--- src/rtl/csr_pkg.sv ---
package csr_pkg;

    // Stream payload widths, packed fields rounded up to whole bytes
    localparam int IN_W  = 64;
    localparam int OUT_W = 16;

    // Configuration port
    localparam int CFG_AW = 2;
    localparam int CFG_DW = 8;
    localparam logic [CFG_AW-1:0] REG_GRID_WIDTH  = 2'd0;
    localparam logic [CFG_AW-1:0] REG_GRID_HEIGHT = 2'd1;
    localparam logic [CFG_AW-1:0] REG_DRAW_GLYPH  = 2'd2;

    // Command codes
    localparam logic [2:0] OP_CLEAR  = 3'd0;
    localparam logic [2:0] OP_RECT   = 3'd1;
    localparam logic [2:0] OP_LINE   = 3'd2;
    localparam logic [2:0] OP_CIRCLE = 3'd3;
    localparam logic [2:0] OP_READ   = 3'd4;

    localparam logic [7:0] BLANK_CELL    = 8'd32;
    localparam logic [7:0] DEFAULT_GLYPH = 8'd42;
    localparam logic [6:0] DEFAULT_GRID  = 7'd64;

    // Plot coordinate width: centre plus or minus radius fits with margin
    localparam int CW = 14;

    typedef logic signed [11:0] coord_t;
    typedef logic signed [CW-1:0] pcoord_t;

    typedef struct packed {
        logic [2:0]  op;
        coord_t      xa;
        coord_t      ya;
        coord_t      xb;
        coord_t      yb;
        logic [10:0] radius;
        logic        reject;
    } cmd_t;

endpackage

--- src/rtl/csr_front.sv ---
module csr_front (
    input  logic                      clk,
    input  logic                      rst_n,
    input  logic                      s_axis_tvalid,
    output logic                      s_axis_tready,
    input  logic [csr_pkg::IN_W-1:0]  s_axis_tdata,
    input  logic                      hold,
    output csr_pkg::cmd_t             cmd,
    output logic                      cmd_valid,
    input  logic                      cmd_pop
);
    import csr_pkg::*;

    cmd_t       in_cmd;
    cmd_t       q_reg [2];
    logic       wr_ptr_reg, wr_ptr_next;
    logic       rd_ptr_reg, rd_ptr_next;
    logic [1:0] count_reg, count_next;
    logic       push;

    // Unpack and classify: flag bad rectangle corners up front
    always_comb
    begin
        in_cmd.op     = s_axis_tdata[2:0];
        in_cmd.xa     = $signed(s_axis_tdata[14:3]);
        in_cmd.ya     = $signed(s_axis_tdata[26:15]);
        in_cmd.xb     = $signed(s_axis_tdata[38:27]);
        in_cmd.yb     = $signed(s_axis_tdata[50:39]);
        in_cmd.radius = s_axis_tdata[61:51];
        in_cmd.reject = (s_axis_tdata[2:0] == OP_RECT) &&
                        (($signed(s_axis_tdata[26:15]) <= $signed(s_axis_tdata[50:39])) ||
                         ($signed(s_axis_tdata[14:3]) >= $signed(s_axis_tdata[38:27])));
    end

    assign s_axis_tready = (count_reg != 2'd2) && !hold;
    assign push          = s_axis_tvalid && s_axis_tready;
    assign cmd_valid     = (count_reg != 2'd0);
    assign cmd           = q_reg[rd_ptr_reg];

    always_comb
    begin
        wr_ptr_next = wr_ptr_reg;
        rd_ptr_next = rd_ptr_reg;
        count_next  = count_reg;
        if (push)
        begin
            wr_ptr_next = ~wr_ptr_reg;
        end
        if (cmd_pop)
        begin
            rd_ptr_next = ~rd_ptr_reg;
        end
        if (push && !cmd_pop)
        begin
            count_next = count_reg + 2'd1;
        end
        else if (!push && cmd_pop)
        begin
            count_next = count_reg - 2'd1;
        end
    end

    always_ff @(posedge clk or negedge rst_n)
    begin
        if (!rst_n)
        begin
            wr_ptr_reg <= 1'b0;
            rd_ptr_reg <= 1'b0;
            count_reg  <= 2'd0;
        end
        else
        begin
            wr_ptr_reg <= wr_ptr_next;
            rd_ptr_reg <= rd_ptr_next;
            count_reg  <= count_next;
        end
    end

    always_ff @(posedge clk)
    begin
        if (push)
        begin
            q_reg[wr_ptr_reg] <= in_cmd;
        end
    end

endmodule

--- config.mk ---
export PLATFORM = sky130hd
export DESIGN_NAME = csr_front
export DESIGN_NICKNAME = d
export VERILOG_FILES = /design/src/rtl/csr_pkg.sv /design/src/rtl/csr_front.sv
export SDC_FILE = /design/constraint.sdc
export NUM_CORES = 1
export LEC_CHECK = 0
export BUFFER_PORTS_ARGS = -buffer_cell sky130_fd_sc_hd__buf_4
export CORE_MARGIN = 2
export CORE_UTILIZATION = 48
export CTS_CLUSTER_SIZE = 30
export DETAILED_ROUTE_END_ITERATION = 8
export GPL_ROUTABILITY_DRIVEN = 0
export PLACE_DENSITY = 0.72
export SYNTH_ARGS = -nofsm -noshare
export SYNTH_HDL_FRONTEND = slang
export SYNTH_SLANG_ARGS = --single-unit
--- constraint.sdc ---
create_clock -name clk -period 3.5 [get_ports clk]
set_input_delay 0.7 -clock clk [delete_from_list [all_inputs] [get_ports clk]]
set_output_delay 0.7 -clock clk [all_outputs]
set_load 0.02 [all_outputs]
==> flow_metrics.py <==
metrics = {
    "setup_path": {
        "critPathLaunchType": "flop",
        "critPathKind": "reg2out",
        "crit_chain": "buf_12 > mux2_2 > buf_4",
        "worstPathArrival_ns": 1.98,
        "slowest_stage": "dfrtp_2",
        "end_kind": "primary output",
        "critPathMaxFanout": 46,
        "critPathRequiredTime_ns": 2.80,
        "critPathMaxStageDelay_ns": 0.67,
    },
    "cts": {
        "clk_path_buf_depth": 2,
        "hold_buffers": 0,
        "cts.sinks": 130,
        "cts_max_level": 4,
        "cts_buffers": 17,
        "cts.reportedPaths.clkPinSlew_ns": 0.05,
        "post-cts-setup-buffers": 0,
        "cts_tree": "built",
        "clk_latency_ns": 0.40,
        "cts_resized": 0,
        "root_buffer": "clkbuf_16",
    },
    "sta": {
        "finalSetupTns_ns": 0,
        "fin_crit_ns": 2.676,
        "slew_violations": 0,
        "fmaxAchievable_mhz": 373.7,
        "setup_viol": 0,
        "fin_crit_sh_pct": 76.45,
        "tightest_slew_ns": 0.5416,
        "hold_violations": 0,
        "finClkSkew_ns": 0.004997,
        "rsz0062_at_grt": "false",
        "slew_headroom_pct": 63.89,
    },
    "detailed_routing": {
        "firstDrtPassIters": 4,
        "vias": 3024,
        "viasPerCell": 4.990,
        "drc": 0,
        "detail-route-antenna-nets": 0,
        "drt_wl_total_um": 10220,
        "wl_per_cell_um": 16.87,
        "drt_iter0_markers": 113,
    },
    "global_routing": {
        "grt_usage_pct": 17.51,
        "gr-total-overflow": 0,
        "grt_pass1_vias": 3166,
        "grt_max_degree": 64,
        "grt_pass1_wl_um": 15300,
        "antenna_found_initial": 0,
    },
    "cells_and_area": {
        "largest_reg_flops": 126,
        "syn_to_final_growth_pct": 31.74,
        "nets": 547,
        "drive_gt1_share_pct": 49.36,
        "antenna_cells": 0,
    },
    "synthesis": {
        "synth_cells": 306,
        "avgSynthCellArea_um2": 17.66,
        "synth_common_cells": "edfxtp_1, mux2_2, inv_1, ha_1, a21oi_1",
        "synth_nets": 400,
        "yosysSeqAreaShare_pct": 71.87,
        "synth-edff-count": 126,
        "ys.flop_type": "edfxtp_1",
        "synth_top_area_share_pct": 70.02,
        "yosysMostFrequentCell": "edfxtp_1",
        "async_flop_share_pct": 3.077,
        "syn-cell-area_um2": 5404,
        "synth_cell_types": 32,
        "synthTopCellsByArea": "edfxtp_1, mux2_2, ha_1, inv_1, dfrtp_1",
        "synth-seq-cells": 130,
        "synth_warnings": 0,
        "synth_top_area_cell": "edfxtp_1",
    },
    "job": {
        "maxCapViolations": 0,
    },
    "power_and_ir_drop": {
        "power_density_nw_per_um2": 733.0,
        "ir_drop_mv": 0.3294,
        "power_mw": 5.218,
        "leakage_nw": 2.839,
    },
    "die": {
        "die_y_um": 110.1,
        "std_cell_rows": 38,
        "core_um2": 10940,
        "start_util_pct": 49.42,
        "io-pin-count": 134,
        "fp.dieW_um": 110.1,
        "die_area_um2": 12120,
    },
    "hold_path": {
        "holdCritPathClass": "in2async",
    },
    "placement": {
        "numPortBuffers": 131,
        "dp_hpwl_um": 6896,
    },
    "outcome": {
        "status": "completed",
    },
}
layout make-up:
type | instances | area, um^2
clock buffer | 25 | 465.4
clock inverter | 7 | 63.81
tap | 140 | 175.2
fill | 830 | 3816
multi-input combinational | 136 | 1355
inverter | 33 | 123.9
sequential | 130 | 3885
timing repair buffer | 135 | 1051
worst max-delay path, delay by kind of cell, from the launching register on:
kind	cells	cell delay, ns
multiplexers	1	0.38
buffers and inverters	2	0.50
flip-flops	1	0.67
metal layers:
layer	global-route usage [%]	routed length, um
met5	0	0
met4	8.393	187
met3	4.997	559
met2	29.23	5143
met1	20.95	4332
path summary, 6_finish.rpt:
check                                  start           end  slack [ns]  cells past startpoint
worst min-delay path                   rst_n  count_reg[1]        0.09                      1
worst max register to register  count_reg[0]  q_reg[1][36]        1.55                      4
min in group clk                     cmd_pop    rd_ptr_reg        0.48                      2
max in group asynchronous              rst_n    rd_ptr_reg        3.30                      1
worst max-delay path              rd_ptr_reg       cmd[34]        0.82                      3
worst min register to register  count_reg[1]  count_reg[1]        0.50                      1
cell usage in the layout, fill, tap and decap left out, types with 2 or more instances in the layout:
master	instances
a211oi_1	2
a21o_1	2
a21oi_1	8
buf_12	3
buf_4	132
clkbuf_1	7
clkbuf_16	17
clkinv_2	3
clkinvlp_4	2
dfrtp_1	3
edfxtp_1	126
ha_1	25
inv_1	33
mux2_2	63
nand3_1	2
nand4_1	5
nor2_1	4
nor2b_1	2
o21ai_1	2
xnor2_1	2
xor2_1	3
power by group:
| group | switching (mW) | internal [mW] |
|---|---|---|
| clock | 0.578 | 0.988 |
| sequential | 0.103 | 1.94 |
| combinational | 0.836 | 0.771 |
| total | 1.52 | 3.70 |
logic make-up after synthesis:
kind of cell | synth area share [%]
xor+xnor | 0.8105
flops | 71.87
mux | 13.31
compound gates | 2.686
fa+ha+maj | 5.788
simple gates | 2.315
buf+inv | 3.218
metrics by stage:
step	std cells	worst slack, ns	util, %	area [um^2]	hold slack (ns)
floorplan	306	0.1067	-	5406	0.4044
CTS	606	0.7891	65.10	7119	0.06715
finish	606	0.8242	65.10	7119	0.08595
global placement	574	1.202	60.26	6590	0.4738
detailed placement	574	1.145	60.26	6590	0.4880
global route	606	0.7131	65.10	7119	0.05977
No activity file was read; power rests on OpenSTA's default activity.
